**src/udsn_pkg.sv**
```systemverilog
// udsn_pkg: widths, transfer payload types and lead-byte codes for the
// UTF-8 decoder with script normalisation. No dependencies.
package udsn_pkg;

    localparam int BYTE_W = 8;
    localparam int CODE_W = 21;
    localparam int LEFT_W = 2;

    // Continuation bytes still awaited after each lead byte class
    localparam logic [LEFT_W-1:0] LEFT_NONE  = 2'd0;
    localparam logic [LEFT_W-1:0] LEFT_TWO   = 2'd1;
    localparam logic [LEFT_W-1:0] LEFT_THREE = 2'd2;
    localparam logic [LEFT_W-1:0] LEFT_FOUR  = 2'd3;

    localparam logic [CODE_W-1:0] SPACE_CODE = 21'h000020;

    typedef struct packed {
        logic [CODE_W-1:0] code_point;
        logic              has_code;
        logic              bad_lead;
        logic              text_done;
    } t_code_item;

endpackage

```
**src/udsn_if.sv**
```systemverilog
// udsn_if: valid/ready channel interfaces for the byte input and the
// code point results. Depends on udsn_pkg.
interface udsn_byte_if;
    logic                        valid;
    logic                        ready;
    logic [udsn_pkg::BYTE_W-1:0] text_byte;
    logic                        end_of_text;

    modport source (output valid, output text_byte, output end_of_text, input ready);
    modport sink   (input valid, input text_byte, input end_of_text, output ready);
endinterface

interface udsn_code_if;
    logic                        valid;
    logic                        ready;
    logic [udsn_pkg::CODE_W-1:0] code_point;
    logic                        has_code;
    logic                        bad_lead;
    logic                        text_done;

    modport source (output valid, output code_point, output has_code,
                    output bad_lead, output text_done, input ready);
    modport sink   (input valid, input code_point, input has_code,
                    input bad_lead, input text_done, output ready);
endinterface

```
**src/udsn_decode.sv**
```systemverilog
// udsn_decode: UTF-8 sequence assembly with its decode state and the first
// pipeline register. Depends on udsn_pkg and udsn_if.
module udsn_decode (
    input  logic         i_clk,
    input  logic         i_rst_n,
    udsn_byte_if.sink    i_byte,
    udsn_code_if.source  o_raw
);

    logic [udsn_pkg::CODE_W-1:0] r_partial, n_partial;
    logic [udsn_pkg::LEFT_W-1:0] r_left, n_left;
    logic                        r_aborted, n_aborted;
    logic                        r_valid, n_valid;
    udsn_pkg::t_code_item        r_item, n_item;

    logic                        accept;
    logic                        emit;
    logic [udsn_pkg::BYTE_W-1:0] b;
    logic                        eot;
    logic [udsn_pkg::CODE_W-1:0] cont_code;

    assign i_byte.ready = !r_valid || o_raw.ready;
    assign accept       = i_byte.valid && i_byte.ready;
    assign b            = i_byte.text_byte;
    assign eot          = i_byte.end_of_text;
    assign cont_code    = {r_partial[udsn_pkg::CODE_W-7:0], b[5:0]};

    always_comb begin
        n_partial = r_partial;
        n_left    = r_left;
        n_aborted = r_aborted;
        n_item    = r_item;
        emit      = 1'b0;
        if (accept) begin
            if (r_aborted) begin
                // drop everything up to end of text
                if (eot) begin
                    n_aborted = 1'b0;
                    emit      = 1'b1;
                    n_item    = '{code_point: '0, has_code: 1'b0, bad_lead: 1'b1,
                                  text_done: 1'b1};
                end
            end else if (r_left == udsn_pkg::LEFT_NONE) begin
                if (b inside {[8'h00:8'h7F]}) begin
                    emit   = 1'b1;
                    n_item = '{code_point: {13'd0, b}, has_code: 1'b1, bad_lead: 1'b0,
                               text_done: eot};
                end else if (b inside {[8'hC0:8'hDF], [8'hE0:8'hEF], [8'hF0:8'hF3]}) begin
                    if (b inside {[8'hC0:8'hDF]}) begin
                        n_partial = {16'd0, b[4:0]};
                        n_left    = udsn_pkg::LEFT_TWO;
                    end else if (b inside {[8'hE0:8'hEF]}) begin
                        n_partial = {17'd0, b[3:0]};
                        n_left    = udsn_pkg::LEFT_THREE;
                    end else begin
                        n_partial = {18'd0, b[2:0]};
                        n_left    = udsn_pkg::LEFT_FOUR;
                    end
                    if (eot) begin
                        // truncated sequence: end-only result
                        n_partial = '0;
                        n_left    = udsn_pkg::LEFT_NONE;
                        emit      = 1'b1;
                        n_item    = '{code_point: '0, has_code: 1'b0, bad_lead: 1'b0,
                                      text_done: 1'b1};
                    end
                end else begin
                    n_partial = '0;
                    n_aborted = !eot;
                    emit      = 1'b1;
                    n_item    = '{code_point: '0, has_code: 1'b0, bad_lead: 1'b1,
                                  text_done: eot};
                end
            end else begin
                n_left = r_left - 2'd1;
                if (r_left == udsn_pkg::LEFT_TWO) begin
                    n_partial = '0;
                    emit      = 1'b1;
                    n_item    = '{code_point: cont_code, has_code: 1'b1, bad_lead: 1'b0,
                                  text_done: eot};
                end else if (eot) begin
                    n_partial = '0;
                    n_left    = udsn_pkg::LEFT_NONE;
                    emit      = 1'b1;
                    n_item    = '{code_point: '0, has_code: 1'b0, bad_lead: 1'b0,
                                  text_done: 1'b1};
                end else begin
                    n_partial = cont_code;
                end
            end
        end
        if (emit) begin
            n_valid = 1'b1;
        end else if (o_raw.ready) begin
            n_valid = 1'b0;
        end else begin
            n_valid = r_valid;
        end
    end

    always_ff @(posedge i_clk) begin
        if (!i_rst_n) begin
            r_partial <= '0;
            r_left    <= udsn_pkg::LEFT_NONE;
            r_aborted <= 1'b0;
            r_valid   <= 1'b0;
        end else begin
            r_partial <= n_partial;
            r_left    <= n_left;
            r_aborted <= n_aborted;
            r_valid   <= n_valid;
        end
    end

    always_ff @(posedge i_clk) begin
        if (emit) begin
            r_item <= n_item;
        end
    end

    assign o_raw.valid      = r_valid;
    assign o_raw.code_point = r_item.code_point;
    assign o_raw.has_code   = r_item.has_code;
    assign o_raw.bad_lead   = r_item.bad_lead;
    assign o_raw.text_done  = r_item.text_done;

endmodule

```
**src/udsn_fold.sv**
```systemverilog
// udsn_fold: script folding of decoded code points and the result register.
// Depends on udsn_pkg and udsn_if.
module udsn_fold (
    input  logic         i_clk,
    input  logic         i_rst_n,
    udsn_code_if.sink    i_raw,
    udsn_code_if.source  o_code
);

    logic                        r_valid, n_valid;
    udsn_pkg::t_code_item        r_item;
    logic                        accept;
    logic [udsn_pkg::CODE_W-1:0] c;
    logic [udsn_pkg::CODE_W-1:0] folded;

    assign i_raw.ready = !r_valid || o_code.ready;
    assign accept      = i_raw.valid && i_raw.ready;
    assign c           = i_raw.code_point;

    always_comb begin
        folded = c;
        if (c <= 21'h00007F) begin
            if (c <= 21'h000040 || c inside {[21'h00005B:21'h000060]} || c >= 21'h00007B) begin
                folded = udsn_pkg::SPACE_CODE;
            end
        end else if (c <= 21'h0000FF) begin
            if (c inside {21'h0000A0, 21'h0000AB, 21'h0000B0, 21'h0000BB}) begin
                folded = udsn_pkg::SPACE_CODE;
            end
        end else if (c inside {[21'h000180:21'h00024F]}) begin
            if (c == 21'h000219) begin
                folded = 21'h00015F;
            end else if (c == 21'h00021B) begin
                folded = 21'h000163;
            end
        end else if (c inside {[21'h002000:21'h00206F]}) begin
            folded = udsn_pkg::SPACE_CODE;
        end else if (c == 21'h0006CC) begin
            folded = 21'h00064A;
        end else if (c == 21'h001EA0) begin
            folded = 21'h001EC3;
        end else if (c inside {[21'h003040:21'h00309F]}) begin
            folded = 21'h003042;
        end else if (c inside {[21'h0030A0:21'h0030FF]}) begin
            folded = 21'h0030A2;
        end else if (c inside {[21'h003100:21'h00312F], [21'h0031A0:21'h0031BF]}) begin
            folded = 21'h003105;
        end else if (c inside {[21'h00AC00:21'h00D7AF]}) begin
            folded = 21'h00AC00;
        end
        if (accept) begin
            n_valid = 1'b1;
        end else if (o_code.ready) begin
            n_valid = 1'b0;
        end else begin
            n_valid = r_valid;
        end
    end

    always_ff @(posedge i_clk) begin
        if (!i_rst_n) begin
            r_valid <= 1'b0;
        end else begin
            r_valid <= n_valid;
        end
    end

    // hold the result while the sink stalls; fold only real characters
    always_ff @(posedge i_clk) begin
        if (accept) begin
            r_item.code_point <= i_raw.has_code ? folded : c;
            r_item.has_code   <= i_raw.has_code;
            r_item.bad_lead   <= i_raw.bad_lead;
            r_item.text_done  <= i_raw.text_done;
        end
    end

    assign o_code.valid      = r_valid;
    assign o_code.code_point = r_item.code_point;
    assign o_code.has_code   = r_item.has_code;
    assign o_code.bad_lead   = r_item.bad_lead;
    assign o_code.text_done  = r_item.text_done;

endmodule

```
**src/utf8_decode_script_normalize.sv**
```systemverilog
// UTF-8 decoder with script normalisation. One byte is taken per transfer on
// i_byte, and the block accepts a byte in every cycle while the result side
// keeps up: throughput is one byte per clock. A byte that finishes a
// character, an invalid lead byte, or the end-of-text byte of a truncated or
// aborted text produces one result transfer on o_code, which the byte reaches
// through the decode register and then folding and the result register; other
// bytes produce nothing. Both stages are registered
// with a valid flag and take a new entry whenever they are empty or are
// emptying in the same cycle, so i_byte.ready follows o_code.ready through
// two gates per stage and a stalled result never blocks a byte until both
// registers are full. Code points of 1 to 4 byte sequences are folded by
// script: ASCII non-letters and some Latin-1 marks and general punctuation
// become space, a few Romanian, Farsi and Vietnamese letters are remapped,
// and Hiragana, Katakana, Bopomofo and Hangul each collapse to one
// representative. has_code is 0 on end-only and error results, and then
// code_point is 0. After an invalid lead byte, drop all bytes up to the
// end-of-text byte, which gives a closing error result.
// Depends on udsn_pkg, udsn_if, udsn_decode and udsn_fold.
module utf8_decode_script_normalize (
    input  logic         i_clk,
    input  logic         i_rst_n,
    udsn_byte_if.sink    i_byte,
    udsn_code_if.source  o_code
);

    // decoded, not yet folded, results between the two stages
    udsn_code_if u_raw ();

    // assemble sequences and track the abort state
    udsn_decode u_decode (
        .i_clk   (i_clk),
        .i_rst_n (i_rst_n),
        .i_byte  (i_byte),
        .o_raw   (u_raw.source)
    );

    // fold by script and hold the result for the sink
    udsn_fold u_fold (
        .i_clk   (i_clk),
        .i_rst_n (i_rst_n),
        .i_raw   (u_raw.sink),
        .o_code  (o_code)
    );

endmodule

```
**src/flat_wrapper.sv**
```systemverilog
// flat-port wrapper written by rule: the top's interface ports become plain ports
module utf8_decode_script_normalize_flat 
  (i_clk, i_rst_n, i_byte_valid, i_byte_text_byte, i_byte_end_of_text, i_byte_ready, o_code_valid, o_code_code_point, o_code_has_code, o_code_bad_lead, o_code_text_done, o_code_ready);
  udsn_byte_if i_byte_i ();
  udsn_code_if o_code_i ();
  input  logic i_clk;
  input  logic i_rst_n;
  input wire logic [$bits(i_byte_i.valid)-1:0] i_byte_valid;
  input wire logic [$bits(i_byte_i.text_byte)-1:0] i_byte_text_byte;
  input wire logic [$bits(i_byte_i.end_of_text)-1:0] i_byte_end_of_text;
  output wire logic [$bits(i_byte_i.ready)-1:0] i_byte_ready;
  output wire logic [$bits(o_code_i.valid)-1:0] o_code_valid;
  output wire logic [$bits(o_code_i.code_point)-1:0] o_code_code_point;
  output wire logic [$bits(o_code_i.has_code)-1:0] o_code_has_code;
  output wire logic [$bits(o_code_i.bad_lead)-1:0] o_code_bad_lead;
  output wire logic [$bits(o_code_i.text_done)-1:0] o_code_text_done;
  input wire logic [$bits(o_code_i.ready)-1:0] o_code_ready;
  assign i_byte_i.valid = i_byte_valid;
  assign i_byte_i.text_byte = i_byte_text_byte;
  assign i_byte_i.end_of_text = i_byte_end_of_text;
  assign i_byte_ready = i_byte_i.ready;
  assign o_code_valid = o_code_i.valid;
  assign o_code_code_point = o_code_i.code_point;
  assign o_code_has_code = o_code_i.has_code;
  assign o_code_bad_lead = o_code_i.bad_lead;
  assign o_code_text_done = o_code_i.text_done;
  assign o_code_i.ready = o_code_ready;
  utf8_decode_script_normalize u_core (.i_clk(i_clk), .i_rst_n(i_rst_n), .i_byte(i_byte_i), .o_code(o_code_i));
endmodule
```
**config.mk**
```make
export PLATFORM = sky130hd
export DESIGN_NAME = utf8_decode_script_normalize_flat
export DESIGN_NICKNAME = d
export VERILOG_FILES = /design/src/udsn_pkg.sv /design/src/udsn_if.sv /design/src/udsn_decode.sv /design/src/udsn_fold.sv /design/src/utf8_decode_script_normalize.sv /design/src/flat_wrapper.sv
export SDC_FILE = /design/constraint.sdc
export NUM_CORES = 1
export LEC_CHECK = 0
export ABC_AREA = 1
export ABC_CLOCK_PERIOD_IN_PS = 6050
export BUFFER_PORTS_ARGS = -buffer_cell sky130_fd_sc_hd__buf_2
export CAP_MARGIN = 10
export CORE_ASPECT_RATIO = 0.6
export CORE_MARGIN = 2
export CORE_UTILIZATION = 40
export CTS_CLUSTER_DIAMETER = 120
export CTS_CLUSTER_SIZE = 16
export DETAILED_ROUTE_END_ITERATION = 10
export GPL_TIMING_DRIVEN = 0
export MAX_ROUTING_LAYER = met4
export PLACE_DENSITY = 0.56
export RECOVER_POWER = 25
export SYNTH_ARGS = -nofsm -noshare
export SYNTH_HDL_FRONTEND = slang
export SYNTH_HIERARCHICAL = 1
export SYNTH_SLANG_ARGS = --single-unit
```
**constraint.sdc**
```tcl
create_clock -name i_clk -period 6.05 [get_ports i_clk]
set_input_delay 0.605 -clock i_clk [delete_from_list [all_inputs] [get_ports i_clk]]
set_output_delay 0.605 -clock i_clk [all_outputs]
set_load 0.005 [all_outputs]
```
# Word level (Yosys, flattened, before mapping)
# Index checks and enable logic that the tools add are counted.
[word_totals]
input_bits = 13
wordCells = 139
register_bits = 68
[op_classes]
order_cmp = 28
n_eq_ne = 12
reduce_logical = 30
addsub = 1
n_mux = 54
n_bitwise = 1
[op_table]
columns = ["op", "n"]
rows = [
  ["21-bit 2-to-1 mux", 15],
  ["24-bit 2-to-1 mux", 7],
  ["21-bit by 14-bit >= comparator with 1-bit output, second input constant", 5],
  ["21-bit by 14-bit less-or-equal comparator with 1-bit output, second input constant", 5],
  ["21-bit by 8-bit == test with 1-bit output, second input constant", 4],
  ["15-bit 2-to-1 mux", 5],
  ["21-bit by 7-bit less-or-equal comparator with 1-bit output, second input constant", 3],
  ["21-bit by 10-bit == test with 1-bit output, second input constant", 2],
  ["21-bit by 7-bit >= comparator with 1-bit output, second input constant", 2],
  ["8-bit >= comparator, second input constant", 3],
  ["8-bit less-or-equal comparator, second input constant", 3],
  ["21-bit by 11-bit == test with 1-bit output, second input constant", 1],
  ["21-bit by 13-bit == test with 1-bit output, second input constant", 1],
  ["21-bit by 16-bit >= comparator with 1-bit output, second input constant", 1],
  ["21-bit by 9-bit >= comparator with 1-bit output, second input constant", 1],
  ["21-bit by 10-bit less-or-equal comparator with 1-bit output, second input constant", 1],
  ["21-bit by 16-bit less-or-equal comparator with 1-bit output, second input constant", 1],
  ["21-bit by 8-bit less-or-equal comparator with 1-bit output, second input constant", 1],
  ["1-bit 2-to-1 mux", 17],
  ["1-bit logical AND", 14],
  ["2-bit 2-to-1 mux", 7],
  ["5-bit 2-to-1 mux", 2],
  ["8-bit by 1-bit >= comparator with 1-bit output, second input constant", 1],
  ["8-bit by 7-bit less-or-equal comparator with 1-bit output, second input constant", 1],
  ["14 further kinds", 23],
]

# Longest topological paths before layout
# Gate-level depths: netlist of run 1.
[depth]
ltp_word = 13
mapped_depth = 17
mapped_depth_nobuf = 17

# Cells and area by module
# Netlist of run 1, hierarchy kept.
[modules_own_cells]
columns = ["module", "area_per_inst_um2", "seq_area_each_um2", "n_inst", "cells_each"]
rows = [
  ["udsn_fold", 2399.8, 740.7, 1, 363],
  ["udsn_decode", 2055.7, 1101.1, 1, 235],
]

# Worst setup path before layout of run 1
# No wires, ideal clock.
[synth_timing]
path_type = "input -> register"
startpoint = "input o_code_ready"
endpoint = "register, netlist name u_core/u_fold/o_code.bad_lead"
cell_stages = 2
required_time_ps = 5637
arrival_ps = 1839
setup_ps = 413
setup_slack_ps = 3798
path_cell_list = "inv_1 > a21oi_1"
[synth_via]
elab_chain_cells = 2
[synth_lines]
columns = ["element", "line_no", "source"]
rows = [
  ["start: declaration", "flat_wrapper.sv:17", "input wire logic [$bits(o_code_i.ready)-1:0] o_code_ready;"],
  ["1-bit logical OR", "udsn_fold.sv:16", "assign i_raw.ready = !r_valid || o_code.ready;"],
  ["1-bit logical AND", "udsn_fold.sv:17", "assign accept = i_raw.valid && i_raw.ready;"],
  ["named net u_core.u_fold.accept", "udsn_fold.sv:12", "logic accept;"],
]
# The timed path passes the listed nets, and every way through them passes these cells.
# A chain may end at the register's enable or synchronous reset.

# Worst setup path in the final report of run 1
[layout_timing]
startpoint = "register u_core.u_decode.r_item (netlist bit u_core/u_decode/o_raw.code_point[4])"
endpoint = "register, netlist name u_core/u_fold/o_code.code_point[2]"
[layout_via]
elab_chain_cells = 13
[layout_lines]
columns = ["element", "line_no", "source"]
rows = [
  ["start: declaration", "udsn_decode.sv:14", "udsn_pkg::t_code_item r_item, n_item;"],
  ["start signal: assignment", "udsn_decode.sv:117", "r_item <= n_item;"],
  ["21-bit by 16-bit >= comparator with 1-bit output (tied with other cells)", "udsn_fold.sv:48", "end else if (c inside {[21'h00AC00:21'h00D7AF]}) begin"],
  ["1-bit logical AND (on tied branches)", "udsn_fold.sv:48, udsn_fold.sv:46", ""],
  ["21-bit 2-to-1 mux or 2-bit nonzero test (tied branches)", "udsn_fold.sv:48, udsn_fold.sv:46", ""],
  ["21-bit 2-to-1 mux", "udsn_fold.sv:46", "end else if (c inside {[21'h003100:21'h00312F], [21'h0031A0:21'h0031BF]}) begin"],
  ["21-bit 2-to-1 mux", "udsn_fold.sv:44", "end else if (c inside {[21'h0030A0:21'h0030FF]}) begin"],
  ["21-bit 2-to-1 mux", "udsn_fold.sv:42", "end else if (c inside {[21'h003040:21'h00309F]}) begin"],
  ["21-bit 2-to-1 mux", "udsn_fold.sv:40", "end else if (c == 21'h001EA0) begin"],
  ["21-bit 2-to-1 mux", "udsn_fold.sv:38", "end else if (c == 21'h0006CC) begin"],
  ["21-bit 2-to-1 mux", "udsn_fold.sv:36", "end else if (c inside {[21'h002000:21'h00206F]}) begin"],
  ["21-bit 2-to-1 mux", "udsn_fold.sv:30", "end else if (c inside {[21'h000180:21'h00024F]}) begin"],
  ["21-bit 2-to-1 mux", "udsn_fold.sv:26", "end else if (c <= 21'h0000FF) begin"],
  ["21-bit 2-to-1 mux *", "udsn_fold.sv:22", "if (c <= 21'h00007F) begin"],
  ["21-bit 2-to-1 mux *", "udsn_fold.sv:71", "r_item.code_point <= i_raw.has_code ? folded : c;"],
]
# Mark *: on every way between the ends. The rest lies on a longest branch, timed or not.

==> summary.txt, run 1 <==
worst-margin pin slew: 1.01 ns
final worst setup slack: 3.54 ns
Slew headroom: 32.5%
Netlist cell types: 44
Clk Latency, worst-skew pair: 0.33 ns
Post-Syn Nets: 613
initial antenna violation count: 0
CP most frequent cell: nand2_1
first-pass GRT wire length: 21.7 mm
largest net degree at the start of global routing: 25
Compound-Gate Fraction of Synth Area: 12.2%
register area: 1840 µm²
Commonest cells post-synth: 158 x nand2_1, 70 x inv_1, 56 x nand3_1, 49 x nor2_1, 48 x edfxtp_1
DRT Pass-1 Iters: 5
NumNets Final: 662
Finished Layout Cells: 791
setup_tns: 0 ns
core area: 10700 µm²
initial drt markers: 457
Synth Area in XOR/XNOR: 0%
hold buffer count at cts: 0
Total Routed Length: 13.6 mm
unrepaired setup endpoints after global routing: false
worst path arrival time: 2.59 ns
Max Clock Freq: 399 MHz
Max-Cap Viols: 0
H-tree levels: 3
Post-Synthesis Cells: 598
Antenna Cells: 0
most frequent cell after synthesis: nand2_1
Max VDD drop: 0.000155 V
Mapped Area: 4460 µm²
multiplexer area fraction after synthesis: 0%
Place WS: 3.45 ns
Primary FF master, synth: edfxtp_1
adder-cell share of the synthesized area: 0.562%
average detailed-routed wire length per instance: 17.1 µm
clk_skew: 0.00845 ns
max incr delay on CP: 0.57 ns
largest family of logic cells by synthesized area: simple AND/OR/NAND/NOR gates
IO Count: 39
die area: 12000 µm²
Port Buffer Count: 38
Pwr Density: 260 nW/µm²
clk root buf: clkbuf_16
met2 routed WL: 5.03 mm
Clock Pin Slew Worst Setup and Hold Paths: 0.06 ns
simple-gate portion of the synthesized area: 36.1%
CP max-delay cell: edfxtp_1
synthesis-stage register bit count: 68
Die H: 85.8 µm
startpoint types: register
clock buffer depth: 2
setup repair bufs after CTS: 0
top cell type by total area after synthesis: edfxtp_1
num rows: 29
Slew Viols, Final: 0
Max Fanout on Critical Path: 9
met3 routed WL: 1.24 mm
grt total ovfl: 0
top cell type's share of synthesized area: 32.4%
Worst Hold Class: register to register
Setup Crit Path Kind: register to register
CTS sink cnt: 68
CTS buffer count: 9
Synth area leaders: edfxtp_1 32%, nand2_1 13%, dfxtp_1 9.0%, nand3_1 6.3%, inv_1 5.9%
share of cells above drive strength 1: 17.2%
asr flop ratio synth: 0%
routed vias: 4223
RePlAce Congestion: 0.990
crit path cell chain: inv_1 > nand2_1 > nor2_1 > nand2_1 > nor2_1 > a21oi_1 > nand2_1 > nand2_2 > inv_2 > o21ai_1 > nand2_1 > nand2_1 > nand3b_1 > nand2_1
final hold slack: 0.468 ns
Worst setup EP type: register
fin crit period: 2.51 ns
Tcrit/Tclk final: 41.5%
die span in x: 140 µm
Leak Pwr: 2.16 nW
M1 wire length: 7.23 mm
vias in the first global route: 3895
P&R area growth vs syn: 14.2%
EDFF count, synth: 48
fill count: 1096
vias per cell: 5.34
DP Wirelength: 10.1 mm
Placed Cells: 775
Final Hold Viols: 0
Total GRT Usage: 24.2%
uppermost layer routed: met4
Setup-failing EPs final: 0
Initial Util: 41.6%
Avg Inst Size Synth: 7.45 µm²
TritonCTS clock tree: built
area of the multi-input gates: 2190 µm²
Seq/Total Area, Yosys: 41.3%
CTS resizes: 0
Req. time, crit path: 6.13 ns
DRC errors left: 0
DRT antenna net count: 0
outcome: finished clean
Yosys warnings: 6
## through the flow
step	util [%]	area, µm²	total power [W]
detailed placement	45.1	4830	0.000840
CTS	47.7	5100	0.00133
floorplan	-	4460	0.000754
finish	47.5	5090	0.00132
global route	47.5	5090	0.00138
global placement	45.0	4820	0.000839
## critical path: cells and delay by family (launching register included)
| family | cells | cell delay, ns |
|---|---|---|
| compound gates | 2 | 0.16 |
| buf+inv | 2 | 0.54 |
| flops | 1 | 0.57 |
| simple gates | 10 | 0.99 |
## final cells by class
cell class | count | share of cell area, %
Tap cell | 139 | 3.42
Sequential cell | 68 | 36.2
Timing Repair Buffer | 38 | 3.49
Clock inverter | 5 | 0.541
Clock buffer | 11 | 4.77
Buffer | 18 | 2.24
Inverter | 84 | 6.37
Multi-Input combinational cell | 428 | 43.0
## worst paths after layout
path	depth (start not counted)	endpoint	start	slack, ns
max	14	u_core/u_fold/o_code.code_point[2]$_DFFE_PP_	u_core/u_decode/o_raw.code_point[4]$_SDFFCE_PP0P_	3.54
min	2	u_core/u_decode/r_partial[10]$_SDFFE_PN0P_	u_core/u_decode/r_partial[10]$_SDFFE_PN0P_	0.47
max reg2reg	14	u_core/u_fold/o_code.code_point[2]$_DFFE_PP_	u_core/u_decode/o_raw.code_point[4]$_SDFFCE_PP0P_	3.54
min reg2reg	2	u_core/u_decode/r_partial[10]$_SDFFE_PN0P_	u_core/u_decode/r_partial[10]$_SDFFE_PN0P_	0.47
## flip-flops by register name, summed over array words and instances, names as in the netlist
name	cells
u_core/u_fold/o_code.has_code	1
u_core/u_decode/r_partial	15
u_core/u_decode/o_raw.has_code	1
u_core/u_decode/r_aborted	1
u_core/u_decode/o_raw.text_done	1
u_core/u_fold/o_code.bad_lead	1
u_core/u_decode/o_raw.code_point	21
u_core/u_decode/r_left	2
u_core/u_fold/o_code.valid	1
u_core/u_decode/o_raw.bad_lead	1
u_core/u_fold/o_code.code_point	21
u_core/u_decode/o_raw.valid	1
u_core/u_fold/o_code.text_done	1
## report_power, final
part           switching [W]  internal (W)  leakage [nW]
clock network       0.000202      0.000285         0.127
registers          0.0000328      0.000543         0.626
logic               0.000182     0.0000777          1.41
total               0.000416      0.000906          2.16
## layer usage
layer | vias to the layer above | track usage (%)
met5 | - | -
met4 | 0 | 4.87
met3 | 6 | 5.03
met2 | 174 | 31.5
met1 | 1962 | 37.8
li1 | 2081 | -
## logic make-up after synthesis
logic type / after synthesis
adder cells (fa/ha/maj): 2
flip-flops: 68
AO/OA/AOI/OAI: 97
AND/OR/NAND/NOR: 329
buffers and inverters: 102
## layout by cell type, fill, tap and decap left out, types with 3 or more instances in the layout
cell         n
inv_1       70
o21ai_2      3
a31oi_1      4
nor4_1       5
nand3_1     56
a21oi_2      3
edfxtp_1    48
clkbuf_1    17
nor2_1      49
nand2_1    158
dfxtp_1     20
nor2_4       5
a21oi_1     32
nor2_2       9
inv_2       10
clkbuf_16    9
o21ai_0     27
nand2_2      7
o21ai_1     16
o22ai_1      5
nand3_2      3
nand2_4      4
buf_2       32
nor3_1       8
nand4_1     10
buf_6        5
inv_4        3
(Power assumes the default switching activity.)
==> run 2: changes to the inputs <==
--- a/config.mk
+++ b/config.mk
@@ -6,7 +6,7 @@
 export NUM_CORES = 1
 export LEC_CHECK = 0
 export ABC_AREA = 1
-export ABC_CLOCK_PERIOD_IN_PS = 6050
+export ABC_CLOCK_PERIOD_IN_PS = 2100
 export BUFFER_PORTS_ARGS = -buffer_cell sky130_fd_sc_hd__buf_2
 export CAP_MARGIN = 10
 export CORE_ASPECT_RATIO = 0.6
@@ -17,7 +17,7 @@
 export DETAILED_ROUTE_END_ITERATION = 10
 export GPL_TIMING_DRIVEN = 0
 export MAX_ROUTING_LAYER = met4
-export PLACE_DENSITY = 0.56
+export PLACE_DENSITY = 0.58
 export RECOVER_POWER = 25
 export SYNTH_ARGS = -nofsm -noshare
 export SYNTH_HDL_FRONTEND = slang
==> constraint.sdc (replaced) <==
create_clock -name i_clk -period 2.1 [get_ports i_clk]
set_input_delay 0.21 -clock i_clk [delete_from_list [all_inputs] [get_ports i_clk]]
set_output_delay 0.21 -clock i_clk [all_outputs]
set_load 0.005 [all_outputs]
==> summary.txt, run 2 (synthesis gave the netlist of run 1 again) <==
outcome: complete, but fails checks
failing checks: setup timing
worst-margin pin slew: 0.930 ns (-0.0812 ns)
Slew Viols, Final: 0 (unchanged)
H-tree levels: 3 (unchanged)
Pwr Density: 723 nW/µm² (+180%)
Req. time, crit path: 2.20 ns (-3.93 ns)
Clk Latency, worst-skew pair: 0.33 ns (about the same)
DRT Pass-1 Iters: 5 (unchanged)
Placed Cells: 775 (unchanged)
Max-Cap Viols: 0 (unchanged)
Worst Hold Class: primary input to register
global-route met1 utilization: 38.6% (+0.82 points)
crit path cell chain: buf_6 > nor2_1 > nand2_1 > inv_1 > nand3_4 > nor4_4 > o21ai_2 > o21ai_4 > and2_4 > a21oi_2
Worst Reg2Reg Path Length in Cells: 10 (-4)
num rows: 29 (unchanged)
CTS sink cnt: 68 (unchanged)
setup_tns: -0.520 ns (-0.520 ns)
clk root buf: clkbuf_16
CP Buf/Inv Count: 2 (unchanged)
Tcrit/Tclk final: 104% (+63 points)
initial antenna violation count: 0 (unchanged)
Total Routed Length: 14.3 mm (+5.6%)
RePlAce Congestion: 1.01 (+2.0%)
Initial Util: 41.6% (unchanged)
die span in x: 140 µm (unchanged)
vias in the first global route: 4203 (+7.9%)
die area: 12000 µm² (unchanged)
Top delay family on crit path: simple AND/OR/NAND/NOR gates
Final Hold Viols: 0 (unchanged)
Worst Setup EP: u_core/u_fold/o_code.code_point[5]$_DFFE_PP_
cell count along the critical path: 10 (-4)
worst path arrival time: 2.29 ns (-0.30 ns)
Clock Pin Slew Worst Setup and Hold Paths: 0.07 ns (about the same)
Max VDD drop: 0.000413 V (+170%)
IO Count: 39 (unchanged)
unrepaired setup endpoints after global routing: true
Total GRT Usage: 24.9% (+0.69 points)
initial drt markers: 445 (-2.6%)
Regs by FF count: u_core/u_decode/o_raw.code_point x21, u_core/u_fold/o_code.code_point x21, u_core/u_decode/r_partial x15
Place WS: -0.414 ns (-3.86 ns)
R2R setup slack: -0.09 ns (-3.64 ns)
CP startpoint: u_core/u_decode/o_raw.code_point[13]$_SDFFCE_PP0P_
DP Wirelength: 10.1 mm (-0.70%)
Setup-failing EPs final: 10 (+10)
routed vias: 4559 (+8.0%)
vias per cell: 5.38 (+0.70%)
Finished Layout Cells: 848 (+7.2%)
most common cell after layout, fill and taps aside: nand2_1
hold buffer count at cts: 0 (unchanged)
M3 GR Usage: 5.25% (+0.22 points)
final worst setup slack: -0.0932 ns (-3.64 ns)
TritonCTS clock tree: built
NumNets Final: 719 (+8.6%)
Max Clock Freq: 456 MHz (+14%)
CTS buffer count: 9 (unchanged)
most frequent cells in the layout: 142 x nand2_1, 62 x inv_1, 52 x nand3_1
first-pass GRT wire length: 22.4 mm (+3.3%)
reg-to-reg endpoint: u_core/u_fold/o_code.code_point[5]$_DFFE_PP_
Setup Crit Path Kind: register to register
CP max-delay cell: edfxtp_1
Die H: 85.8 µm (unchanged)
Antenna Cells: 0 (unchanged)
grt total ovfl: 0 (unchanged)
Slew headroom: 37.9% (+5.4 points)
Worst R2R Start: u_core/u_decode/o_raw.code_point[13]$_SDFFCE_PP0P_
max incr delay on CP: 0.40 ns (-0.17 ns)
Worst setup EP type: register
startpoint types: register
average detailed-routed wire length per instance: 16.9 µm (-1.5%)
Port Buffer Count: 38 (unchanged)
P&R area growth vs syn: 32.5%
share of cells above drive strength 1: 32.2% (+15 points)
fin crit period: 2.19 ns (-0.315 ns)
met2 usage in global routing: 32.8% (+1.3 points)
largest net degree at the start of global routing: 25 (unchanged)
DRT antenna net count: 0 (unchanged)
clock buffer depth: 2 (unchanged)
clk_skew: 0.0141 ns (+0.00570 ns)
core area: 10700 µm² (unchanged)
DRC errors left: 0 (unchanged)
Max Fanout on Critical Path: 7 (-2)
global route hottest layer: met1
Leak Pwr: 2.54 nW (+18%)
[run 2: changes by cell type in the layout (fill, tap and decap cells not counted), moves of 8 or more]
cell,previous run,this run
buf_4,1,50
nand2_1,158,142
nand2_2,7,21
nor2_1,49,35
inv_1,70,62
nor2_4,5,13
[run 2: power breakdown]
part | leakage [nW] | switching (W) | internal (W) | total [W]
Combinational | 1.77 | 0.000640 | 0.000375 | 0.00102
Clock | 0.147 | 0.000579 | 0.00103 | 0.00161
Sequential | 0.626 | 0.0000752 | 0.00156 | 0.00164
Total | 2.54 | 0.00129 | 0.00297 | 0.00427
[run 2: worst min-delay path by stage]
stage,slack [ns],to,startpoint,depth (start not counted)
6_report,0.16,u_core/u_decode/r_aborted$_SDFFE_PN0P_,i_rst_n,3
5_1_grt,0.16,u_core/u_decode/r_aborted$_SDFFE_PN0P_,i_byte_text_byte[7],3
4_1_cts,0.16,u_core/u_decode/r_aborted$_SDFFE_PN0P_,i_rst_n,3
3_5_place_dp,0.45,u_core/u_fold/o_code.bad_lead$_DFFE_PP_,u_core/u_decode/o_raw.bad_lead$_SDFFCE_PP1P_,0
3_3_place_gp,0.46,u_core/u_decode/r_partial[14]$_SDFFE_PN0P_,u_core/u_decode/r_partial[14]$_SDFFE_PN0P_,2
2_1_floorplan,0.33,u_core/u_decode/r_left[0]$_SDFFE_PN0P_,i_rst_n,2
[run 2: metal layers]
layer | vias to the layer above | routed length (µm)
met2 | 205 | 5620
met4 | 0 | 111
met3 | 17 | 1280
met5 | - | 0
li1 | 2203 | -
met1 | 2134 | 7320
[run 2: metrics by stage]
stage / hold slack, ns / area (µm²) / total power, W / utilization, %
global route: 0.163 / 5900 / 0.00445 / 55.1
detailed placement: 0.448 / 4830 / 0.00241 / 45.1
finish: 0.163 / 5900 / 0.00427 / 55.1
CTS: 0.159 / 5560 / 0.00417 / 51.9
floorplan: 0.330 / 4460 / 0.00217 / -
global placement: 0.457 / 4820 / 0.00242 / 45.0
[run 2: worst register-to-register path: cells and delay by family (launching register included)]
family	cells	cell delay, ns
compound gates	3	0.32
buf+inv	2	0.29
flops	1	0.40
simple gates	5	0.95
[run 2: layout make-up]
type	count	area, µm²
fillers	1028	4800
multi-input cells	429	2460
flip-flops and latches	68	1840
repair buffers	93	627
inverters	84	358
clock buffers	11	233
well taps	139	174
plain buffers	18	129
clock inverters	5	76.3
repair inverters	1	7.51
[run 2: repair_timing]
action                     CTS  global route
pin swaps                    9            11
setup endpoints to repair   37            35
setup buffers               33            22
gates resized for setup     42            54
cloned                       1             1
